[config.mk]
export PLATFORM = sky130hd
export DESIGN_NAME = ssedf_out_stage
export DESIGN_NICKNAME = d
export VERILOG_FILES = /design/src/ssedf_pkg.sv /design/src/ssedf_out_stage.sv
export SDC_FILE = /design/constraint.sdc
export NUM_CORES = 1
export LEC_CHECK = 0
export BUFFER_PORTS_ARGS = -buffer_cell sky130_fd_sc_hd__buf_2
export CORE_MARGIN = 3
export CORE_UTILIZATION = 40
export DETAILED_ROUTE_END_ITERATION = 10
export PLACE_DENSITY = 0.69
export SLEW_MARGIN = 0
export SYNTH_ARGS = -nofsm -noshare
export SYNTH_HDL_FRONTEND = slang
export SYNTH_SLANG_ARGS = --single-unit
export TNS_END_PERCENT = 100
[constraint.sdc]
create_clock -name clk -period 6.15 [get_ports clk]
set_input_delay 1.5375 -clock clk [delete_from_list [all_inputs] [get_ports clk]]
set_output_delay 1.5375 -clock clk [all_outputs]
set_load 0.03 [all_outputs]
[src/ssedf_pkg.sv]
`timescale 1ns / 1ps

package ssedf_pkg;

  localparam int LINE_BYTES  = 256;
  localparam int EVENT_BYTES = 1024;

  localparam int LINE_W    = $clog2(LINE_BYTES);
  localparam int ADDR_W    = $clog2(EVENT_BYTES);
  localparam int POS_W     = $clog2(EVENT_BYTES + LINE_BYTES);
  localparam int LEN_OUT_W = 10;
  localparam int IDX_W     = 10;
  localparam int DONE_LEN  = 6;

  typedef enum logic [1:0] {
    KIND_BYTE   = 2'd0,
    KIND_FINISH = 2'd1,
    KIND_READ   = 2'd2,
    KIND_CLEAR  = 2'd3
  } kind_t;

  typedef enum logic [1:0] {
    RES_EVENT = 2'd0,
    RES_DONE  = 2'd1,
    RES_READ  = 2'd2
  } res_kind_t;

  localparam logic [2:0] MS_START      = 3'd0;
  localparam logic [2:0] MS_PREFIX_END = 3'd5;
  localparam logic [2:0] MS_VALUE      = 3'd6;
  localparam logic [2:0] MS_IGNORE     = 3'd7;

  localparam logic [7:0] CH_LF    = 8'h0A;
  localparam logic [7:0] CH_CR    = 8'h0D;
  localparam logic [7:0] CH_COLON = 8'h3A;
  localparam logic [7:0] CH_SPACE = 8'h20;

  typedef struct packed {
    logic                 valid;
    res_kind_t            rkind;
    logic [LEN_OUT_W-1:0] event_length;
    logic                 is_read;
    logic                 idx_ok;
    logic [31:0]          dropped;
    logic                 done;
  } res_t;

  function automatic logic [7:0] prefix_char(input logic [2:0] ms);
    logic [7:0] c;
    unique case (ms)
      3'd0:    c = 8'h64;
      3'd1:    c = 8'h61;
      3'd2:    c = 8'h74;
      3'd3:    c = 8'h61;
      3'd4:    c = 8'h3A;
      default: c = 8'h00;
    endcase
    return c;
  endfunction

  function automatic logic [7:0] done_char(input int i);
    logic [7:0] c;
    case (i)
      0:       c = 8'h5B;
      1:       c = 8'h44;
      2:       c = 8'h4F;
      3:       c = 8'h4E;
      4:       c = 8'h45;
      5:       c = 8'h5D;
      default: c = 8'h00;
    endcase
    return c;
  endfunction

endpackage

[src/ssedf_out_stage.sv]
`timescale 1ns / 1ps

module ssedf_out_stage (
  input  logic                              clk,
  input  logic                              rst,
  input  ssedf_pkg::res_t                   res,
  input  logic [7:0]                        ram_q,
  output logic                              in_stall,
  output logic                              out_valid,
  input  logic                              out_stall,
  output logic [1:0]                        result_kind,
  output logic [ssedf_pkg::LEN_OUT_W-1:0]   event_length,
  output logic [7:0]                        read_byte,
  output logic [31:0]                       dropped_events,
  output logic                              done_flag
);

  ssedf_pkg::res_t s1;
  logic            s1_valid;
  logic            out_take;

  always_comb begin
    out_take = !out_valid || !out_stall;
    in_stall = s1_valid && !out_take;
  end

  always_ff @(posedge clk) begin
    if (rst) begin
      s1_valid  <= 1'b0;
      out_valid <= 1'b0;
    end else begin
      s1_valid <= res.valid || (s1_valid && !out_take);
      if (out_take) begin
        out_valid <= s1_valid;
      end
    end
  end

  always_ff @(posedge clk) begin
    if (res.valid) begin
      s1 <= res;
    end
    if (out_take && s1_valid) begin
      result_kind    <= s1.rkind;
      event_length   <= s1.event_length;
      read_byte      <= (s1.is_read && s1.idx_ok) ? ram_q : 8'h00;
      dropped_events <= s1.dropped;
      done_flag      <= s1.done;
    end
  end

  a_held_read_data: assert property (@(posedge clk) disable iff (rst)
    s1_valid && s1.is_read && !out_take |=> $stable(ram_q))
    else $error("store read data lost while held");

  a_stage_advance: assert property (@(posedge clk) disable iff (rst)
    s1_valid && out_take |=> out_valid)
    else $error("held item did not reach output");

endmodule

==> results of run 1 <==
report_power, final:
part	switching (mW)	leakage (nW)	internal (mW)	total [mW]
Combinational	0.0615	0.516	0.0272	0.0887
Sequential	0.0117	0.973	0.816	0.827
Clock	0.218	0.0883	0.151	0.369
Total	0.291	1.58	0.994	1.29
layout make-up:
class / count / area, sq um / share of cell area, %
clock inverters: 7 / 55.1 / 1.37
well taps: 99 / 124 / 3.09
multi-input cells: 14 / 95.1 / 2.37
clock buffers: 9 / 124 / 3.09
flip-flops and latches: 102 / 3040 / 75.8
repair buffers: 114 / 573 / 14.3
sequential cells by signal, summed over array words and instances (netlist names):
name,count
out_valid,1
s1_valid,1
read_byte,8
dropped_events,32
result_kind,2
event_length,10
s1,47
done_flag,1
path summary, 6_finish.rpt:
path | startpoint | endpoint | slack, ns | cells after the start
hold reg to reg | s1[30]$_DFFE_PP_ | dropped_events[29]$_DFFE_PP_ | 0.42 | 0
hold / removal | s1[30]$_DFFE_PP_ | dropped_events[29]$_DFFE_PP_ | 0.42 | 0
setup reg to reg | s1_valid$_SDFF_PP0_ | dropped_events[19]$_DFFE_PP_ | 4.67 | 2
setup / recovery | out_stall | in_stall | 2.57 | 3
worst reg2reg max path: cells and delay by family, from the launching register on:
family	cells	cell delay, ns
buf+inv	1	0.54
flops	1	0.38
compound gates	1	0.18
logic make-up after synthesis:
logic type | count (synthesis) | share of synthesized area, %
compound gates | 3 | 0.600
simple gates | 11 | 2.08
flops | 102 | 97.3
layer usage:
metal | vias to the layer above | part of all wire [%]
met5 | - | 0.28
met2 | 87 | 45
met1 | 685 | 39
met4 | 2 | 1.8
met3 | 10 | 13
li1 | 717 | -
cells in the final DEF (no fill, tap or decap):
master | Yosys | final
nor2_1 | 2 | 2
inv_6 | 0 | 3
clkbuf_8 | 0 | 9
clkinvlp_4 | 0 | 1
buf_2 | 0 | 113
a21boi_4 | 0 | 1
and3_1 | 8 | 8
and3_2 | 1 | 1
buf_4 | 0 | 1
clkinv_1 | 0 | 1
dfxtp_1 | 2 | 2
clkinv_4 | 0 | 2
a21oi_1 | 1 | 1
a31oi_1 | 1 | 1
edfxtp_1 | 100 | 100
stage by stage:
stage | cell area (sq um) | total power, mW | cells | setup WS [ns] | hold WS (ns)
floorplan | 3130 | 0.889 | 116 | 0.187 | 0.400
global placement | 3830 | 0.932 | 329 | 2.58 | 0.400
global route | 4010 | 1.34 | 345 | 2.56 | 0.424
CTS | 4010 | 1.30 | 345 | 2.57 | 0.418
finish | 4010 | 1.29 | 345 | 2.57 | 0.418
detailed placement | 3830 | 0.934 | 329 | 2.57 | 0.405
==> results.cfg, run 1 <==
[critical_path]
end_kind = output pin
crit_top_cell = buf_2
critPathKind = input port to output pin
cp_max_fo = 4
path_cells = buf_2 -> and3_2 -> buf_2
cp_slowest_cell = and3_2
critPathLaunchType = input port
cp_top_family = buffers and inverters
slowest_delay_ns = 0.20
cp.arrival_ns = 2.04
path_buf_inv = 2
worstPathRequired_ns = 4.61

[clock_tree]
cts_tree = yes
clkSinkCount = 102
cts_max_path_buffers = 2
postCtsSetupBuffers = 0
cts_hold_buf = 0
cts_buffers = 9
cts.clk_slew.worst_paths_ns = 0.10
clkLatencyLatePin_ns = 0.35
ctsResizeCount = 0
cts_root_buf = clkbuf_8
cts_max_level = 3

[global_routing]
grt_start_max_net_pins = 54
grt_pass1_vias = 1456
grtUsageTotal_pct = 10.9
top_usage_layer = met2
grt_pass1_wl_microns = 7040
overflow = 0
antenna_found_initial = 1
met1_usage_pct = 12.5
grtUsageMet3_pct = 5.74
use_met2_pct = 16.3

[die]
ioPinCount = 114
rows = 31
core_area_sq_mm = 0.00741
die_h_microns = 94.4
start_util_pct = 42.2
chipWidth_microns = 94.4
fp.dieArea_sq_mm = 0.00891

[logic_synthesis]
yosysTopAreaCell = edfxtp_1
ys_seq_elements = 102
synth_cell_type_count = 8
syn-num-nets = 175
syn_area_per_cell_sq_um = 27.0
synth.top_cell.area_share_pct = 96.0
synth_edf_count = 100
synth_ff_type = edfxtp_1
syn_inst = 116
ys_warn_count = 0
netlist_area_sq_mm = 0.00313
netlist_top_cells_area = edfxtp_1 (96%), and3_1 (1.6%), dfxtp_1 (1.3%)
ys_seq_area_share_pct = 97.3
yosysMostFrequentCell = edfxtp_1
ys_top_cells_by_count = edfxtp_1 (100), and3_1 (8), dfxtp_1 (2), nor2_1 (2)
async_reset_ff_share_pct = 0

[sta]
setup_tns_ns = 0
rsz0062_at_grt = false
timing.final.crit_period_ns = 3.58
finalCritPeriodShare_pct = 58.2
fin_skew_ns = 0.00891
slew_headroom_pct = 30.8
maxSlewViolCount = 0
final-setup-viol-count = 0
tightestPinTransition_ns = 1.04
hold_viol = 0
fmax_ghz = 0.279

[placement]
hpwlAfterDp_microns = 3200
numPortBuffers = 113
gp_congestion = 0.692

[drt]
viasPerCell = 4.35
routedWlPerCell_microns = 13.7
vias = 1501
initialDrtViolationCount = 33
ant_nets = 0
first_pass_iters = 4
finalWirelength_microns = 4720
route.detailed.drc = 0

[job]
max_cap_violations = 0

[pwr]
cellPowerDensity_mw_per_mm2 = 320
p_leak_nw = 1.58
peakVddDrop_uv = 171

[final_layout]
nets = 300
syn_to_final_growth_pct = 28.4
drive_above_1_share_pct = 53.3
fillCellCount = 594
fin_util_pct = 54.2
n_antenna_cell = 0

[hold_path]
hold_path_class = register to register

[run_status]
status = complete, no violations
No activity file was read; power rests on OpenSTA's default activity.
==> run 2: changes to the inputs <==
clock period = 3.1 ns   (was 6.15 ns; I/O delays follow)
==> run 2 against run 1 <==
Total power up 110%. Non-clock buffer count is 1 higher. Critical path depth unchanged. Wire length is 5.1% higher. Core utilization up 0.88 points. Worst hold slack better by 0.0074 ns. Combinational power is 100% higher. Critical endpoint unchanged.
==> results.cfg, run 2 (same netlist as run 1, synthesis figures left out) <==
[pwr]
seq_power_share_pct = 60.6
p_leak_nw = 1.60
cellPowerDensity_mw_per_mm2 = 664
clkPwrFrac_pct = 32.7
peakVddDrop_uv = 355
p_sw_mw = 0.574
pwr-share-comb_pct = 6.7
intPower_mw = 2.13
switching_share_pct = 21.2

[job]
max_cap_violations = 0

[clock_tree]
clkSinkCount = 102
ctsResizeCount = 0
postCtsSetupBuffers = 0
cts_buffers = 9
cts_root_buf = clkbuf_8
clkLatencyLatePin_ns = 0.35
cts_tree = yes
cts_hold_buf = 0
cts.clk_slew.worst_paths_ns = 0.09
cts_max_path_buffers = 2
cts_max_level = 3

[die]
start_util_pct = 42.2
die_h_microns = 94.4
ioPinCount = 114
fp.dieArea_sq_mm = 0.00891
rows = 31
core_area_sq_mm = 0.00741
chipWidth_microns = 94.4

[global_routing]
antenna_found_initial = 2
grt_start_max_net_pins = 38
grt_pass1_wl_microns = 7550
overflow = 0
grtUsageTotal_pct = 11.8
grt_pass1_vias = 1538

[final_layout]
largest_reg_flops = 47
largestRegisters = s1 x47, dropped_events x32, event_length x10
drive_above_1_share_pct = 53.4
top_register = s1
syn_to_final_growth_pct = 30.5
final_common_cell = buf_2
fin_util_pct = 55.1
layout_common_cells = buf_2 (113), edfxtp_1 (100), clkbuf_8 (9)
nets = 301

[run_status]
status = complete, no violations

[sta]
rsz0062_at_grt = false
finalCritPeriodShare_pct = 66.4
hold_viol = 0
setup_tns_ns = 0
maxSlewViolCount = 0
fin_skew_ns = 0.0104
final-setup-viol-count = 0
slew_headroom_pct = 61.3
fmax_ghz = 0.486
tightestPinTransition_ns = 0.579
timing.final.crit_period_ns = 2.06

[critical_path]
end_kind = output pin
critPathLaunchType = input port
critPathKind = input port to output pin
cp.arrival_ns = 1.28
worstPathRequired_ns = 2.32
rr_worst_depth = 2
cp_max_fo = 4

[drt]
viasPerCell = 4.33
route.detailed.drc = 0
finalWirelength_microns = 4960
ant_nets = 0
first_pass_iters = 4
initialDrtViolationCount = 38
vias = 1502
routedWlPerCell_microns = 14.3

[placement]
gp_congestion = 0.697
numPortBuffers = 113
hpwlAfterDp_microns = 3610

[hold_path]
hold_depth = 0
hold_path_class = register to register
==> run 2: changes by cell type in the layout (fill, tap and decap cells not counted), sizes merged <==
cell | previous run | this run
inv | 3 | 1
clkbuf | 9 | 10
diode | 0 | 1
buf | 114 | 115
clkinv | 3 | 2
bufinv | 0 | 2
==> run 2: final cells by class <==
class	count	area, sq um
well taps	99	124
fillers	606	3330
diodes	1	2.50
multi-input cells	14	95.1
clock buffers	10	128
flip-flops and latches	102	3040
repair buffers	115	593
clock inverters	6	93.8
==> run 2: final timing paths <==
check | start | endpoint | slack [ns]
worst max register to register | s1_valid$_SDFF_PP0_ | dropped_events[21]$_DFFE_PP_ | 1.57
worst min-delay path | s1[38]$_DFFE_PP_ | event_length[3]$_DFFE_PP_ | 0.43
worst min register to register | s1[38]$_DFFE_PP_ | event_length[3]$_DFFE_PP_ | 0.43
worst max-delay path | out_stall | in_stall | 1.04
==> run 2: critical path: stages <==
cell,delay [ns]
buf_2,0.13
and3_2,0.21
buf_2,0.17
==> run 2: metrics by stage <==
step / total power [mW] / setup WS, ns / cell area (sq um) / std cells / hold slack [ns]
4_1_cts: 2.74 / 1.04 / 4080 / 346 / 0.424
2_1_floorplan: 1.76 / 0.453 / 3130 / 116 / 0.400
6_report: 2.71 / 1.04 / 4080 / 347 / 0.425
3_3_place_gp: 1.85 / 1.05 / 3850 / 330 / 0.400
5_1_grt: 2.81 / 1.02 / 4080 / 347 / 0.430
3_5_place_dp: 1.86 / 1.04 / 3850 / 330 / 0.405
==> run 2: per-layer routing <==
metal / wire, microns / GRT usage, % / vias up
met4: 29 / 4.33 / 2
li1: - / - / 721
met2: 2380 / 18.0 / 85
met3: 758 / 8.13 / 6
met1: 1780 / 12.9 / 688
met5: 7 / 0 / -
==> run 2: power groups by stage <==
stage / Sequential (mW) / Clock [mW] / Combinational [mW]
after floorplan: 1.74 / 0 / 0.0168
after global placement: 1.67 / 0 / 0.182
after detailed placement: 1.67 / 0 / 0.185
after CTS: 1.64 / 0.911 / 0.185
after global routing: 1.65 / 0.968 / 0.196
final: 1.64 / 0.886 / 0.181
==> run 3: changes to the inputs <==
PLACE_DENSITY = 0.67   (was 0.69)
clock period = 2.14 ns   (was 3.1 ns; I/O delays follow)
==> run 3 against run 2 <==
Non-clock buffer count grew 1. Final cell count is the same. Clock power grew 30%. Wire length shrank 2.1%. Total power grew 40%. Sequential share of layout area grew 0.37 points. Combinational power grew 45%. Via count shrank 0.40%. Worst hold slack lost 0.067 ns. Global-route usage shrank 0.89 points. Clock skew shrank 0.0023 ns.
==> results.cfg, run 3 (same netlist as run 1, synthesis figures left out) <==
[global_routing]
overflow = 0
grtUsageTotal_pct = 10.9
grt_pass1_vias = 1513
antenna_found_initial = 2
grt_start_max_net_pins = 54
grt_pass1_wl_microns = 7000

[die]
core_area_sq_mm = 0.00741
fp.dieArea_sq_mm = 0.00891
die_h_microns = 94.4
rows = 31
ioPinCount = 114
chipWidth_microns = 94.4
start_util_pct = 42.2

[drt]
route.detailed.drc = 0
viasPerCell = 4.31
wl_met3_microns = 611
initialDrtViolationCount = 47
first_pass_iters = 3
ant_nets = 0
m1WireLength_microns = 1950
highest_layer = met5
finalWirelength_microns = 4850
routedWlPerCell_microns = 14.0
vias = 1496
wl_met2_microns = 2210

[final_layout]
drive_above_1_share_pct = 53.2
n_antenna_cell = 0
fillCellCount = 597
largestRegisters = s1 x47, dropped_events x32, event_length x10
multi_input_area_sq_um = 95.1
largest_reg_flops = 47
final-seq-area_sq_mm = 0.00304
syn_to_final_growth_pct = 29.8
layout_common_cells = buf_2 (113), edfxtp_1 (100), clkbuf_8 (9)
fin_util_pct = 54.8
top_register = s1
nets = 302
final_common_cell = buf_2

[clock_tree]
ctsResizeCount = 0
clkSinkCount = 102
cts.clk_slew.worst_paths_ns = 0.09
cts_root_buf = clkbuf_8
cts_max_level = 3
cts_tree = yes
clkLatencyLatePin_ns = 0.34
postCtsSetupBuffers = 0
cts_buffers = 9
cts_hold_buf = 0
cts_max_path_buffers = 2

[pwr]
p_leak_nw = 1.60
peakVddDrop_uv = 608
cellPowerDensity_mw_per_mm2 = 934

[sta]
maxSlewViolCount = 0
setup_tns_ns = 0
tightestPinTransition_ns = 0.339
final-setup-viol-count = 0
fin_skew_ns = 0.00805
timing.final.crit_period_ns = 1.69
rsz0062_at_grt = false
hold_viol = 0
fmax_ghz = 0.592
slew_headroom_pct = 77.4
finalCritPeriodShare_pct = 79.0

[critical_path]
critPathLaunchType = register
cp_max_fo = 5
slowest_delay_ns = 0.43
path_cells = and3_2 -> buf_2
worstPathRequired_ns = 1.60
cp_top_family = flip-flops
end_kind = output pin
critPathKind = register to output pin
path_buf_inv = 1
cp_slowest_cell = dfxtp_1
cp.arrival_ns = 1.15

[job]
max_cap_violations = 0

[hold_path]
hold_path_class = input port to register

[run_status]
status = complete, no violations

[placement]
numPortBuffers = 113
hpwlAfterDp_microns = 3470
gp_congestion = 0.723
run 3: area by class of cell:
| class | instances | share of cell area, % |
|---|---|---|
| clock buffer | 9 | 3.05 |
| sequential | 102 | 75.0 |
| tap | 99 | 3.05 |
| timing repair buffer | 116 | 14.8 |
| clock inverter | 7 | 1.79 |
| multi-input combinational | 14 | 2.34 |
run 3: final timing paths:
| kind | start | to | slack [ns] | cells past startpoint |
|---|---|---|---|---|
| max | out_valid$_SDFFE_PP0P_ | in_stall | 0.45 | 2 |
| max reg2reg | s1_valid$_SDFF_PP0_ | dropped_events[14]$_DFFE_PP_ | 0.93 | 2 |
| min | rst | s1_valid$_SDFF_PP0_ | 0.36 | 2 |
| min reg2reg | s1[8]$_DFFE_PP_ | dropped_events[7]$_DFFE_PP_ | 0.42 | 0 |
run 3: worst reg2reg max path, stage by stage (launching register included):
cell and delay, ns:
dfxtp_1 0.38, a21boi_4 0.21, buf_12 0.28
run 3: metrics by stage:
stage | hold WS, ns | worst slack [ns] | area [sq um] | std cells | power [mW]
global placement | 0.401 | 0.566 | 3860 | 331 | 2.68
floorplan | 0.400 | 0.274 | 3140 | 116 | 2.55
finish | 0.358 | 0.450 | 4060 | 347 | 3.79
global route | 0.342 | 0.395 | 4060 | 347 | 3.94
detailed placement | 0.405 | 0.564 | 3860 | 331 | 2.69
CTS | 0.342 | 0.430 | 4060 | 347 | 3.84
run 3: power by group:
part / internal [mW] / switching [mW] / total [mW] / leakage (nW)
sequential: 2.34 / 0.0351 / 2.38 / 0.973
clock: 0.545 / 0.606 / 1.15 / 0.0993
combinational: 0.0838 / 0.179 / 0.263 / 0.529
total: 2.97 / 0.821 / 3.79 / 1.60
run 3: metal layers:
layer | track usage, % | vias up
met5 | 0 | -
met4 | 4.69 | 4
met3 | 5.26 | 11
met2 | 16.8 | 81
met1 | 13.1 | 680
li1 | - | 720
