==> src/ssedf_pkg.sv <==
`timescale 1ns / 1ps

package ssedf_pkg;

  localparam int LINE_BYTES  = 256;
  localparam int EVENT_BYTES = 1024;

  localparam int LINE_W    = $clog2(LINE_BYTES);
  localparam int ADDR_W    = $clog2(EVENT_BYTES);
  localparam int POS_W     = $clog2(EVENT_BYTES + LINE_BYTES);
  localparam int LEN_OUT_W = 10;
  localparam int IDX_W     = 10;
  localparam int DONE_LEN  = 6;

  typedef enum logic [1:0] {
    KIND_BYTE   = 2'd0,
    KIND_FINISH = 2'd1,
    KIND_READ   = 2'd2,
    KIND_CLEAR  = 2'd3
  } kind_t;

  typedef enum logic [1:0] {
    RES_EVENT = 2'd0,
    RES_DONE  = 2'd1,
    RES_READ  = 2'd2
  } res_kind_t;

  localparam logic [2:0] MS_START      = 3'd0;
  localparam logic [2:0] MS_PREFIX_END = 3'd5;
  localparam logic [2:0] MS_VALUE      = 3'd6;
  localparam logic [2:0] MS_IGNORE     = 3'd7;

  localparam logic [7:0] CH_LF    = 8'h0A;
  localparam logic [7:0] CH_CR    = 8'h0D;
  localparam logic [7:0] CH_COLON = 8'h3A;
  localparam logic [7:0] CH_SPACE = 8'h20;

  typedef struct packed {
    logic                 valid;
    res_kind_t            rkind;
    logic [LEN_OUT_W-1:0] event_length;
    logic                 is_read;
    logic                 idx_ok;
    logic [31:0]          dropped;
    logic                 done;
  } res_t;

  function automatic logic [7:0] prefix_char(input logic [2:0] ms);
    logic [7:0] c;
    unique case (ms)
      3'd0:    c = 8'h64;
      3'd1:    c = 8'h61;
      3'd2:    c = 8'h74;
      3'd3:    c = 8'h61;
      3'd4:    c = 8'h3A;
      default: c = 8'h00;
    endcase
    return c;
  endfunction

  function automatic logic [7:0] done_char(input int i);
    logic [7:0] c;
    case (i)
      0:       c = 8'h5B;
      1:       c = 8'h44;
      2:       c = 8'h4F;
      3:       c = 8'h4E;
      4:       c = 8'h45;
      5:       c = 8'h5D;
      default: c = 8'h00;
    endcase
    return c;
  endfunction

endpackage

==> src/ssedf_parser.sv <==
`timescale 1ns / 1ps

module ssedf_parser (
  input  logic                            clk,
  input  logic                            rst,
  input  logic                            in_valid,
  input  logic                            in_stall,
  input  logic [1:0]                      kind,
  input  logic [7:0]                      byte_value,
  input  logic [ssedf_pkg::IDX_W-1:0]     read_index,
  output logic                            we,
  output logic [ssedf_pkg::ADDR_W-1:0]    waddr,
  output logic [7:0]                      wdata,
  output logic                            re,
  output logic [ssedf_pkg::ADDR_W-1:0]    raddr,
  output ssedf_pkg::res_t                 res
);

  localparam int LW = ssedf_pkg::LINE_W;
  localparam int AW = ssedf_pkg::ADDR_W;
  localparam int PW = ssedf_pkg::POS_W;
  localparam int DL = ssedf_pkg::DONE_LEN;

  logic [LW-1:0] line_length, line_length_next;
  logic          line_overflow, line_overflow_next;
  logic [2:0]    match_state, match_state_next;
  logic [LW-1:0] value_length, value_length_next;
  logic [AW-1:0] event_len, event_len_next;
  logic          event_overflow, event_overflow_next;
  logic          event_has_data, event_has_data_next;
  logic          done_seen, done_seen_next;
  logic [31:0]   dropped_count, dropped_count_next;
  logic [DL-1:0] head_match, head_match_next;

  logic          accept;
  logic          is_byte, is_lf, is_cr, is_finish, is_read, is_clear, take;
  logic          line_empty, data_line, do_end, do_close, sep, too_long;
  logic          commit_line, lf_write, line_full, put, put_write;
  logic [PW-1:0] pos_sum;
  logic [2:0]    ms_step;
  logic          has_e, ovf_e;
  logic [AW-1:0] len_e;
  logic          is_done_evt, emit_evt, drop_evt;

  always_comb begin
    accept    = in_valid && !in_stall;
    is_byte   = kind == ssedf_pkg::KIND_BYTE;
    is_finish = kind == ssedf_pkg::KIND_FINISH;
    is_read   = kind == ssedf_pkg::KIND_READ;
    is_clear  = kind == ssedf_pkg::KIND_CLEAR;
    is_lf     = is_byte && byte_value == ssedf_pkg::CH_LF;
    is_cr     = is_byte && byte_value == ssedf_pkg::CH_CR;
    take      = is_byte && !is_lf && !is_cr;

    line_empty = line_length == '0 && !line_overflow;
    data_line  = match_state == ssedf_pkg::MS_PREFIX_END || match_state == ssedf_pkg::MS_VALUE;
    do_end     = (is_lf || is_finish) && !line_empty;
    do_close   = (is_lf && line_empty) || is_finish;
    sep        = event_len != '0;
    pos_sum    = PW'(event_len) + PW'(sep) + PW'(value_length);
    too_long   = pos_sum >= PW'(ssedf_pkg::EVENT_BYTES);

    commit_line = do_end && data_line && !line_overflow && !too_long;
    lf_write    = commit_line && sep;
    has_e       = event_has_data || (do_end && data_line);
    ovf_e       = event_overflow || (do_end && data_line && (line_overflow || too_long));
    len_e       = commit_line ? AW'(pos_sum) : event_len;

    line_full = line_length == LW'(ssedf_pkg::LINE_BYTES - 1);
    put       = take && !line_full &&
                (match_state == ssedf_pkg::MS_VALUE ||
                 (match_state == ssedf_pkg::MS_PREFIX_END && byte_value != ssedf_pkg::CH_SPACE));
    put_write = put && !too_long;

    if (match_state < ssedf_pkg::MS_PREFIX_END) begin
      if (match_state == ssedf_pkg::MS_START && byte_value == ssedf_pkg::CH_COLON) begin
        ms_step = ssedf_pkg::MS_IGNORE;
      end else if (byte_value == ssedf_pkg::prefix_char(match_state)) begin
        ms_step = match_state + 3'd1;
      end else begin
        ms_step = ssedf_pkg::MS_IGNORE;
      end
    end else if (match_state == ssedf_pkg::MS_PREFIX_END) begin
      ms_step = ssedf_pkg::MS_VALUE;
    end else begin
      ms_step = match_state;
    end

    we    = accept && (put_write || lf_write);
    waddr = lf_write ? event_len : AW'(pos_sum);
    wdata = lf_write ? ssedf_pkg::CH_LF : byte_value;
    re    = accept && is_read;
    raddr = AW'(read_index);

    head_match_next = head_match;
    for (int i = 0; i < DL; i++) begin
      if (we && waddr == AW'(i)) begin
        head_match_next[i] = wdata == ssedf_pkg::done_char(i);
      end
    end

    is_done_evt = len_e == AW'(DL) && &head_match_next;
    emit_evt    = do_close && has_e && !ovf_e;
    drop_evt    = do_close && has_e && ovf_e;

    done_seen_next     = done_seen || (emit_evt && is_done_evt);
    dropped_count_next = dropped_count + 32'(drop_evt);

    line_length_next   = line_length;
    line_overflow_next = line_overflow;
    match_state_next   = match_state;
    value_length_next  = value_length;
    if (is_lf || is_finish) begin
      line_length_next   = '0;
      line_overflow_next = 1'b0;
      match_state_next   = ssedf_pkg::MS_START;
      value_length_next  = '0;
    end else if (take) begin
      if (line_full) begin
        line_overflow_next = 1'b1;
      end else begin
        line_length_next  = line_length + LW'(1);
        match_state_next  = ms_step;
        value_length_next = value_length + LW'(put);
      end
    end

    event_len_next      = do_close ? '0 : len_e;
    event_overflow_next = do_close ? 1'b0 : ovf_e;
    event_has_data_next = do_close ? 1'b0 : has_e;

    res.valid        = accept && (emit_evt || is_read);
    res.is_read      = is_read;
    res.idx_ok       = 32'(read_index) < 32'(ssedf_pkg::EVENT_BYTES);
    res.dropped      = dropped_count_next;
    res.done         = done_seen_next;
    if (is_read) begin
      res.rkind        = ssedf_pkg::RES_READ;
      res.event_length = '0;
    end else if (is_done_evt) begin
      res.rkind        = ssedf_pkg::RES_DONE;
      res.event_length = '0;
    end else begin
      res.rkind        = ssedf_pkg::RES_EVENT;
      res.event_length = ssedf_pkg::LEN_OUT_W'(len_e);
    end
  end

  always_ff @(posedge clk) begin
    if (rst) begin
      line_length    <= '0;
      line_overflow  <= 1'b0;
      match_state    <= ssedf_pkg::MS_START;
      value_length   <= '0;
      event_len      <= '0;
      event_overflow <= 1'b0;
      event_has_data <= 1'b0;
      done_seen      <= 1'b0;
      dropped_count  <= '0;
    end else if (accept) begin
      if (is_clear) begin
        line_length    <= '0;
        line_overflow  <= 1'b0;
        match_state    <= ssedf_pkg::MS_START;
        value_length   <= '0;
        event_len      <= '0;
        event_overflow <= 1'b0;
        event_has_data <= 1'b0;
        done_seen      <= 1'b0;
        dropped_count  <= '0;
      end else begin
        line_length    <= line_length_next;
        line_overflow  <= line_overflow_next;
        match_state    <= match_state_next;
        value_length   <= value_length_next;
        event_len      <= event_len_next;
        event_overflow <= event_overflow_next;
        event_has_data <= event_has_data_next;
        done_seen      <= done_seen_next;
        dropped_count  <= dropped_count_next;
      end
    end
  end

  always_ff @(posedge clk) begin
    if (accept) begin
      head_match <= head_match_next;
    end
  end

  a_event_len_bound: assert property (@(posedge clk) disable iff (rst)
    !event_has_data |-> event_len == '0)
    else $error("event length without data");

  a_value_in_line: assert property (@(posedge clk) disable iff (rst)
    value_length <= line_length)
    else $error("value longer than line");

  a_clear_state: assert property (@(posedge clk) disable iff (rst)
    accept && is_clear |=> event_len == '0 && dropped_count == '0 && !done_seen &&
                           !event_has_data && line_length == '0)
    else $error("clear left state behind");

endmodule

==> config.mk <==
export PLATFORM = sky130hd
export DESIGN_NAME = ssedf_parser
export DESIGN_NICKNAME = d
export VERILOG_FILES = /design/src/ssedf_pkg.sv /design/src/ssedf_parser.sv
export SDC_FILE = /design/constraint.sdc
export NUM_CORES = 1
export LEC_CHECK = 0
export BUFFER_PORTS_ARGS = -buffer_cell sky130_fd_sc_hd__buf_2
export CAP_MARGIN = 20
export CORE_MARGIN = 4
export CORE_UTILIZATION = 30
export DETAILED_ROUTE_END_ITERATION = 10
export PLACE_DENSITY_LB_ADDON = 0.2
export SKIP_CTS_REPAIR_TIMING = 1
export SLEW_MARGIN = 10
export SYNTH_ARGS = -nofsm -noshare
export SYNTH_HDL_FRONTEND = slang
export SYNTH_SLANG_ARGS = --single-unit
==> constraint.sdc <==
create_clock -name clk -period 6.05 [get_ports clk]
set_input_delay 0 -clock clk [delete_from_list [all_inputs] [get_ports clk]]
set_output_delay 0 -clock clk [all_outputs]
set_load 0.01 [all_outputs]
==> results of run 1 <==
[final timing paths]
path | endpoint | slack (ns) | cells after the start
max | res[0] | 0.57 | 17
min | raddr[1] | 0.000004 | 0
max reg2reg | dropped_count[31] | 0.76 | 22
min reg2reg | event_has_data | 0.48 | 2
[kinds of logic (layout without fill, tap and decap cells)]
logic type      after synthesis  in the layout  share of synthesized area
buf+inv                      72            128                     0.0630
xor+xnor                     48             48                     0.0799
mux                           8              8                     0.0157
simple gates                321            321                      0.297
fa+ha+maj                    19             19                     0.0480
flops                        71             71                      0.282
compound gates              165            165                      0.214
other cells                   1              1                   0.000713
[worst register-to-register path, cell delays in order (launching register included)]
cell and delay [ns]:
dfxtp_1 0.61, or4_1 0.19, nor3_1 0.07, fa_1 0.41
inv_1 0.08, fa_1 0.26, a211oi_1 0.11, o211ai_1 0.22
a21oi_1 0.14, nor2_1 0.18, nor2_1 0.12, nor2_1 0.13
ha_1 0.18, and2_1 0.19, nand3_1 0.09, nor3_1 0.39
and3_1 0.33, nor3b_1 0.59, and2_1 0.29, and3_1 0.22
o21ai_0 0.10, a22oi_1 0.22, nor2_1 0.05
[final cells by class]
cell class                      count  area [um2]  area share
Clock buffer                       13         293      0.0480
Clock inverter                      3        21.3     0.00349
Sequential cell                    71        1480       0.243
Timing Repair Buffer               92         490      0.0804
Multi-Input combinational cell    562        3450       0.567
Tap cell                          225         282      0.0462
Inverter                           20        75.1      0.0123
[state kept, by name (all words and copies together) (netlist names)]
| name | flops |
|---|---|
| line_length | 8 |
| event_overflow | 1 |
| event_has_data | 1 |
| event_len | 10 |
| done_seen | 1 |
| dropped_count | 32 |
| head_match | 6 |
| match_state | 3 |
| line_overflow | 1 |
| value_length | 8 |
[through the flow]
stage	setup slack [ns]	cell area, um2	hold WS, ns	utilization
floorplan	1.40	5260	0.0918	-
global placement	0.820	5780	0.0000686	0.335
detailed placement	0.694	5780	0.0000686	0.335
CTS	0.377	6090	0.0000686	0.353
global route	0.0183	6100	0.0000192	0.354
finish	0.573	6100	0.00000381	0.354
[cell usage in the layout (no fill, tap or decap), types with 17 or more instances in the layout]
cell type,instances
o21ai_0,33
nor3_1,22
a21oi_1,36
inv_1,19
nand2_1,59
nand3_1,32
xnor2_1,24
buf_2,80
a22oi_1,38
nor2_1,124
dfxtp_1,65
xor2_1,24
ha_1,17
[per-layer routing]
layer,routed length (um),up-vias
met1,7180,2392
met5,0,-
met3,789,22
met2,7030,126
li1,-,2594
met4,221,0
[report_power, final]
group	switching, uW	internal, uW
clock	217	339
sequential	2.33	477
combinational	57.3	23.8
total	276	839
==> summary.md, run 1 <==
| Metric | Value |
|---|---|
| Vertical die dimension | `140 um` |
| Clock tree from TritonCTS | `yes` |
| Yosys reg bits | `71` |
| Summed negative setup slack over all endpoints | `0 ns` |
| Maximum clock rate | `183 MHz` |
| Arrival time of the worst setup path | `5.48 ns` |
| Period minus WS final | `5.48 ns` |
| Number of standard cells in the final layout excluding fillers | `986` |
| Area Growth Syn to Fin | `15.9%` |
| Fraction of synthesized cell area taken by the top area cell type | `0.247` |
| Clock latency at the later pin of the worst-skew pair | `0.35 ns` |
| Commonest cells in the netlist | `124 x nor2_1, 65 x dfxtp_1, 59 x nand2_1` |
| Proportion of synthesized chip area in sequential cells | `0.282` |
| Boundary Pins | `102` |
| Outcome | `finished, final reports clean` |
| Count of fill cells added during filler insertion | `1838` |
| Worst setup path category | `flop to output port` |
| Reg-to-reg startpoint | `event_len[8]` |
| Placed Cells incl. Taps | `970` |
| Synthesized area divided by synthesized cell count | `7.46 um2` |
| Cells traversed along the worst timing path | `nor4_2, nand2_1, nor3_1, fa_1, inv_1, fa_1, a211oi_1, o211ai_1, a21oi_1, or3b_1, buf_4, o32ai_1, and3_1, o22ai_1, nor4b_4, a31o_1, buf_2` |
| Overall die width | `140 um` |
| Cell family with the largest share of critical-path delay | `simple AND/OR/NAND/NOR gates` |
| Critical path's largest stage delay | `0.53 ns` |
| Final Slew Violations | `0` |
| Library cell contributing the largest single delay on the critical path | `nor4b_4` |
| Most numerous cell in the Yosys netlist | `nor2_1` |
| Top_reg_cell synth | `dfxtp_1` |
| Static power due to leakage | `0.00262 uW` |
| Number of max-cap violations | `0` |
| Detailed-route wire length | `15.2 mm` |
| Global route overflow | `0` |
| DRC | `0` |
| Root Buffer Master | `clkbuf_16` |
| Number of setup violations in the final report | `0` |
| CP startpoint kind | `flop` |
| Kind of path behind the tightest hold check | `primary input to output port` |
| Measured slew at the worst slew-check pin | `0.876 ns` |
| Number of vias per cell | `5.21` |
| Total vias in the final route | `5134` |
| Number of global-route vias before repair | `4892` |
| Total CTS buffers | `9` |
| Detailed-routing iteration count for the pre-antenna-repair pass | `5` |
| CTS Sinks | `71` |
| Number of H-tree branching levels | `3` |
| Standard cell core area | `0.0172 mm2` |
| Cell count after synthesis | `705` |
| Netlist Area Pre-Place | `0.00526 mm2` |
| Distinct cells, synth | `69` |
| Full die area | `0.0197 mm2` |
| Number of buffers on the longest clock path | `2` |
| Global router's overall resource usage | `0.155` |
| Synth warnings | `0` |
| Number of hold violations in the final report | `0` |
| Startpoint of the worst setup timing path | `event_len[4]` |
| Most frequent cell on the critical path | `fa_1` |
| Async set-or-reset flop fraction in the synthesized netlist | `0` |
| Net Count, Synth | `748` |
| Maximum number of pins on one net before global-route repair | `60` |
| Net count of the finished layout | `799` |
| Clk_skew | `0.00843 ns` |
| Endpoint kind of the worst setup timing path | `output port` |
| Antenna diode count | `0` |
| PortBufs | `80` |
| Total Power | `1120 uW` |
| Antenna Nets Post-Route | `0` |
| Number of antenna violations at the first check in global routing | `0` |
| Placement Rows | `48` |
| First DRT Iteration DRCs | `356` |
| Fraction of final layout cells with drive strength greater than 1 | `0.166` |
| First-pass GRT wire length | `25.0 mm` |
| RSZ-0062 raised after global routing | `no` |
| Global routing's busiest layer | `met2` |
| Global-route met1 utilization | `0.202` |
| Drt wl/cell | `15.4 um` |
| Library cell with the largest summed area after synthesis | `dfxtp_1` |
| Reg clk slew, reported paths | `0.06 ns` |
| Post-DP HPWL | `10.9 mm` |
| Global placement routability congestion | `0.876` |
| Worst slew slack as a fraction of its limit | `0.415` |
| Critical path fanouts, max | `16` |
| Buffers & Inverters on Critical Path | `3` |
| Number of synthesized flops with an enable pin | `6` |
| Synth top area cells | `dfxtp_1 25%, nor2_1 8.8%, a22oi_1 5.4%, nand2_1 4.2%, ha_1 4.0%` |
| Met3 track demand over resource in global routing | `0.0420` |
| Global routing met2 resource utilization | `0.252` |
| Initial Util | `0.305` |
| Power Density | `183 mW/mm2` |
| Worst min-delay path startpoint | `read_index[1]` |
| Data required, critical path | `6.05 ns` |
| Worst ir drop on vdd | `0.139 mV` |
| Crit share post-route | `0.905` |
Note: power is estimated with default switching activity, not from simulation.
==> run 2: changes to the inputs <==
CORE_UTILIZATION = 35   (was 30)
==> run 2 against run 1 <==
Against the previous run:
- sequential cell count unchanged
- combinational power grew 1%
- clock-buffer cell count down 2
- critical path depth is the same
- largest cell class unchanged
- setup slack gained 0.026 ns
- design area shrank 1.3%
- non-clock buffer count is 2 lower
- sequential share of layout area increased by 0.33 points
- die area shrank 14%
- highest routed layer unchanged
- global-route usage up 2.6 points
- maximum frequency up 0.48%
- sequential power hardly changed
==> summary.md, run 2 (synthesis gave the netlist of run 1 again) <==
| Metric | Value |
|---|---|
| Part of the power in the clock network | `0.489 (-0.009)` |
| Number of global-route vias before repair | `4780 (-2.3%)` |
| Number of buffers on the longest clock path | `2 (unchanged)` |
| Worst slew slack as a fraction of its limit | `0.393 (-0.0216)` |
| Placement Rows | `44 (-8.3%)` |
| PortBufs | `80 (unchanged)` |
| Maximum clock rate | `183 MHz (+0.48%)` |
| Number of standard cells in the final layout excluding fillers | `944 (-4.3%)` |
| Antenna Nets Post-Route | `0 (unchanged)` |
| Total CTS buffers | `9 (unchanged)` |
| Area Growth Syn to Fin | `14.3%` |
| Boundary Pins | `102 (unchanged)` |
| Net count of the finished layout | `797 (-0.25%)` |
| Kind of path behind the tightest hold check | `primary input to output port` |
| Initial Util | `0.359 (+0.0540)` |
| Area occupied by multi-input gates | `0.00346 mm2 (+0.15%)` |
| Number of max-cap violations | `0 (unchanged)` |
| Outcome | `finished, final reports clean` |
| Startpoint of the worst setup timing path | `event_len[4]` |
| Flip-flop count of the largest register after layout | `32 (unchanged)` |
| Reg clk slew, reported paths | `0.06 ns (about the same)` |
| Number of hold violations in the final report | `0 (unchanged)` |
| Maximum number of pins on one net before global-route repair | `60 (unchanged)` |
| Area of all sequential standard cells | `0.00148 mm2 (unchanged)` |
| Internal power contribution | `820 uW (-2.4%)` |
| Global placement routability congestion | `0.961 (+9.7%)` |
| Measured slew at the worst slew-check pin | `0.908 ns (+0.0323 ns)` |
| DRC | `0 (unchanged)` |
| Critical path fanouts, max | `11 (-5)` |
| Detailed-routing iteration count for the pre-antenna-repair pass | `7 (+2)` |
| Detailed-route wire length | `15.3 mm (+0.24%)` |
| Switching share of power | `0.253 (+0.00574)` |
| Switching power | `278 uW (+0.68%)` |
| Fraction of final layout cells with drive strength greater than 1 | `0.163 (-0.00220)` |
| Clk_skew | `0.00924 ns (+0.000803 ns)` |
| Total vias in the final route | `5261 (+2.5%)` |
| Overall die width | `131 um (-7.0%)` |
| RSZ-0062 raised after global routing | `no` |
| Power Density | `183 mW/mm2 (-0.27%)` |
| Number of H-tree branching levels | `3 (unchanged)` |
| Leading registers by flop count | `dropped_count: 32 flops, event_len: 10 flops` |
| Worst ir drop on vdd | `0.113 mV (-19%)` |
| CP startpoint kind | `flop` |
| Arrival time of the worst setup path | `5.45 ns (-0.03 ns)` |
| Root Buffer Master | `clkbuf_16` |
| Post-placement cell area | `0.00571 mm2 (-1.1%)` |
| Number of setup violations in the final report | `0 (unchanged)` |
| Top library cells by usage in the layout, fill and taps aside | `124 x nor2_1, 80 x buf_2, 65 x dfxtp_1` |
| Period minus WS final | `5.45 ns (-0.0263 ns)` |
| Drt wl/cell | `16.2 um (+4.7%)` |
| Clock latency at the later pin of the worst-skew pair | `0.35 ns (about the same)` |
| Register bank with the most flops | `dropped_count` |
| Global router's overall resource usage | `0.181 (+0.0256)` |
| Power share of the combinational group | `0.075 (+0.002)` |
| Global route overflow | `0 (unchanged)` |
| Number of antenna violations at the first check in global routing | `0 (unchanged)` |
| Vertical die dimension | `131 um (-7.0%)` |
| Summed negative setup slack over all endpoints | `0 ns (unchanged)` |
| Number of vias per cell | `5.57 (+7.0%)` |
| Reg-to-reg startpoint | `event_len[8]` |
| Placed Cells incl. Taps | `927 (-4.4%)` |
| Post-DP HPWL | `11.3 mm (+3.3%)` |
| First DRT Iteration DRCs | `472 (+33%)` |
| Standard cell core area | `0.0146 mm2 (-15%)` |
| Endpoint kind of the worst setup timing path | `output port` |
| First-pass GRT wire length | `24.7 mm (-1.2%)` |
| Cell area after layout | `0.00602 mm2 (-1.3%)` |
| Worst setup path category | `flop to output port` |
| Seq pwr share | `0.436 (+0.007)` |
| Clock tree from TritonCTS | `yes` |
| Commonest non-fill, non-tap cell in the layout | `nor2_1` |
| Worst min-delay path startpoint | `read_index[4]` |
| Static power due to leakage | `0.00260 uW (-0.94%)` |
| Crit share post-route | `0.901 (-0.00434)` |
| Full die area | `0.0171 mm2 (-14%)` |
| Hold WS | `0.0000165 ns (+0.0000127 ns)` |
| Count of fill cells added during filler insertion | `1540 (-16%)` |
| CTS Sinks | `71 (unchanged)` |
| Data required, critical path | `6.05 ns (about the same)` |
| Final Slew Violations | `0 (unchanged)` |
## run 2: cell types whose count changed in the layout (fill, tap and decap cells not counted), sizes merged
cell	change
buf	-2
clkinvlp	+1
diode	+1
clkbuf	-2
bufinv	+1
## run 2: stage by stage
step / util / power [uW] / worst slack, ns
final: 0.411 / 1100 / 0.599
after detailed placement: 0.390 / 571 / 0.575
after global routing: 0.411 / 1140 / 0.0101
after global placement: 0.390 / 569 / 0.813
after floorplan: - / 550 / 1.40
after CTS: 0.410 / 1110 / 0.218
## run 2: area by class of cell
type,count,area share
timing repair buffer,90,0.0790
inverter,20,0.0125
antenna,1,0.000416
clock inverter,5,0.00978
sequential,71,0.246
multi-input combinational,562,0.575
tap,184,0.0383
clock buffer,11,0.0387
## run 2: worst paths after layout
| path | end | slack, ns | cells after the start |
|---|---|---|---|
| worst max-delay path | res[0] | 0.60 | 17 |
| worst min-delay path | raddr[4] | 0.00002 | 0 |
| worst max register to register | dropped_count[31] | 0.77 | 22 |
| worst min register to register | event_has_data | 0.47 | 2 |
## run 2: power by group through the flow
stage          registers, uW  logic, uW  clock network, uW
2_1_floorplan            489       61.8                  0
3_3_place_gp             489       80.2                  0
3_5_place_dp             489       81.7                  0
4_1_cts                  479       81.8                552
5_1_grt                  479       91.4                567
6_report                 479       82.3                537
## run 2: metal layers
layer,up-vias,global-route usage,part of all wire
met1,2487,0.250,0.49
met5,-,0,0
met2,147,0.281,0.44
li1,2594,-,-
met3,33,0.0378,0.053
met4,0,0.0581,0.020
## run 2: worst max-delay path: stages, from the launching register on
cell and delay, ns:
dfxtp_1 0.36, nor4_2 0.48, nand2_1 0.15, nor3_2 0.27
fa_1 0.25, inv_1 0.06, fa_1 0.46, a211oi_1 0.35
o211ai_1 0.16, a21oi_1 0.26, or3b_1 0.57, buf_4 0.25
o32ai_2 0.35, and3_1 0.25, o21ai_1 0.10, nor4b_4 0.45
a31o_1 0.19, buf_2 0.14
==> run 3: changes to the inputs <==
CORE_MARGIN = 8   (was 4)
==> run 3 against run 2 <==
Against the previous run:
- clock skew grew 0.0015 ns
- cell count grew 0.74%
- combinational power shrank 2.7%
- critical path depth grew 1
==> summary.md, run 3 (synthesis gave the netlist of run 1 again) <==
| Metric | Value |
|---|---|
| Outcome | `finished, final reports clean` |
| Detailed-routing iteration count for the pre-antenna-repair pass | `5 (-2)` |
| Crit share post-route | `0.915 (+0.0137)` |
| RSZ-0062 raised after global routing | `no` |
| Clock tree from TritonCTS | `yes` |
| Total Power | `1060 uW (-3.5%)` |
| Root Buffer Master | `clkbuf_16` |
| Critical path's largest stage delay | `0.53 ns (-0.04 ns)` |
| Leading registers by flop count | `dropped_count: 32 flops, event_len: 10 flops` |
| Global placement routability congestion | `0.893 (-7.1%)` |
| Number of buffers on the longest clock path | `2 (unchanged)` |
| CTS Sinks | `71 (unchanged)` |
| Cells traversed along the worst timing path | `nor4_2, nand2_1, nor3_1, fa_1, inv_1, fa_1, a211oi_1, o211ai_1, a21oi_1, or3b_4, or3_4, o31a_1, nor4_2, o22ai_1, nor4b_4, buf_4, a31o_1, buf_2` |
| Reg clk slew, reported paths | `0.06 ns (about the same)` |
| Standard cell core area | `0.0149 mm2 (+1.9%)` |
| Highest signal layer in the routed design | `met4` |
| Buffers & Inverters on Critical Path | `3 (unchanged)` |
| Worst setup path category | `flop to output port` |
| Antenna Nets Post-Route | `0 (unchanged)` |
| Area Growth Syn to Fin | `14.6%` |
| Number of H-tree branching levels | `3 (unchanged)` |
| Cell family with the largest share of critical-path delay | `simple AND/OR/NAND/NOR gates` |
| Global route overflow | `0 (unchanged)` |
| Boundary Pins | `102 (unchanged)` |
| Endpoint kind of the worst setup timing path | `output port` |
| Number of antenna violations at the first check in global routing | `0 (unchanged)` |
| Vertical die dimension | `139 um (+6.1%)` |
| Drt wl/cell | `16.2 um (+0.23%)` |
| Maximum number of pins on one net before global-route repair | `60 (unchanged)` |
| Antenna diode count | `0 (-1)` |
| Kind of path behind the tightest hold check | `primary input to output port` |
| Arrival time of the worst setup path | `5.53 ns (+0.08 ns)` |
| Power Density | `176 mW/mm2 (-3.7%)` |
| Area of all sequential standard cells | `0.00148 mm2 (unchanged)` |
| Area occupied by multi-input gates | `0.00346 mm2 (about the same)` |
| Overall die width | `139 um (+6.1%)` |
| Worst slew slack as a fraction of its limit | `0.399 (+0.00617)` |
| WL met2 | `7.39 mm (+9.9%)` |
| Routed metal-1 wire length | `6.97 mm (-6.1%)` |
| Number of max-cap violations | `0 (unchanged)` |
| Static power due to leakage | `0.00262 uW (+0.68%)` |
| Count of fill cells added during filler insertion | `1556 (+1.0%)` |
| Initial Util | `0.353 (-0.00666)` |
| Detailed-route wire length | `15.4 mm (+0.97%)` |
| Data required, critical path | `6.05 ns (about the same)` |
| Number of hold violations in the final report | `0 (unchanged)` |
| Worst ir drop on vdd | `0.146 mV (+30%)` |
| Cell area after layout | `0.00603 mm2 (+0.25%)` |
| Clk_skew | `0.0107 ns (+0.00147 ns)` |
| Flip-flop count of the largest register after layout | `32 (unchanged)` |
| Measured slew at the worst slew-check pin | `0.899 ns (-0.00923 ns)` |
| Period minus WS final | `5.53 ns (+0.0831 ns)` |
| DRC | `0 (unchanged)` |
| PortBufs | `80 (unchanged)` |
| Total CTS buffers | `9 (unchanged)` |
| Library cell contributing the largest single delay on the critical path | `or3b_4` |
| Final Slew Violations | `0 (unchanged)` |
| Number of setup violations in the final report | `0 (unchanged)` |
| Total vias in the final route | `5267 (+0.11%)` |
| Global router's overall resource usage | `0.157 (-0.0240)` |
| Hold WS | `0.00000383 ns (-0.0000127 ns)` |
| Top library cells by usage in the layout, fill and taps aside | `124 x nor2_1, 80 x buf_2, 65 x dfxtp_1` |
| Summed negative setup slack over all endpoints | `0 ns (unchanged)` |
| Post-placement cell area | `0.00574 mm2 (+0.48%)` |
| Clock latency at the later pin of the worst-skew pair | `0.34 ns (about the same)` |
| Full die area | `0.0192 mm2 (+13%)` |
| Register bank with the most flops | `dropped_count` |
| Critical path fanouts, max | `13 (+2)` |
| Net count of the finished layout | `801 (+0.50%)` |
| Number of global-route vias before repair | `5115 (+7.0%)` |
| Commonest non-fill, non-tap cell in the layout | `nor2_1` |
| Maximum clock rate | `181 MHz (-1.5%)` |
| Final cell utilization of the core | `0.404 (-0.00661)` |
| Post-DP HPWL | `11.3 mm (+0.39%)` |
| DR WL met3 | `837 um (+4.2%)` |
| CP startpoint kind | `flop` |
| First-pass GRT wire length | `25.3 mm (+2.5%)` |
| Fraction of final layout cells with drive strength greater than 1 | `0.169 (+0.00570)` |
| First DRT Iteration DRCs | `277 (-41%)` |
| Placement Rows | `45 (+2.3%)` |
| Number of vias per cell | `5.54 (-0.62%)` |
-- run 3: changes by cell type in the layout (fill, tap and decap cells not counted), sizes merged --
cell and change:
buf +4, bufinv -1, clkbuf -1, clkinv +3, clkinvlp -1, diode -1
-- run 3: per-stage QoR --
stage | worst slack, ns | instances
after detailed placement | 0.476 | 934
after CTS | 0.0967 | 950
after global placement | 0.711 | 934
final | 0.516 | 951
after floorplan | 1.40 | 705
after global routing | 0.0428 | 951
-- run 3: per-layer routing --
layer  track usage  up-vias
li1              -     2597
met1         0.194     2494
met2         0.262      159
met3        0.0425       17
met4        0.0400        0
met5             0        -
-- run 3: layout make-up --
type                            count  area share
Inverter                           20      0.0124
Multi-Input combinational cell    562       0.573
Clock inverter                      6     0.00788
Tap cell                          188      0.0390
Sequential cell                    71       0.246
Clock buffer                       10      0.0380
Timing Repair Buffer               94      0.0838
-- run 3: worst paths after layout --
| kind | from | endpoint | slack [ns] | cells after the start |
|---|---|---|---|---|
| setup reg to reg | event_len[9] | dropped_count[31] | 0.79 | 22 |
| hold / removal | read_index[8] | raddr[8] | 0.000004 | 0 |
| setup / recovery | event_len[4] | res[0] | 0.52 | 18 |
| hold reg to reg | event_has_data | event_has_data | 0.49 | 2 |
-- run 3: where the power goes --
part | total (uW) | switching [uW] | internal (uW)
clock | 501 | 221 | 280
combinational | 80.1 | 56.3 | 23.8
sequential | 479 | 2.38 | 477
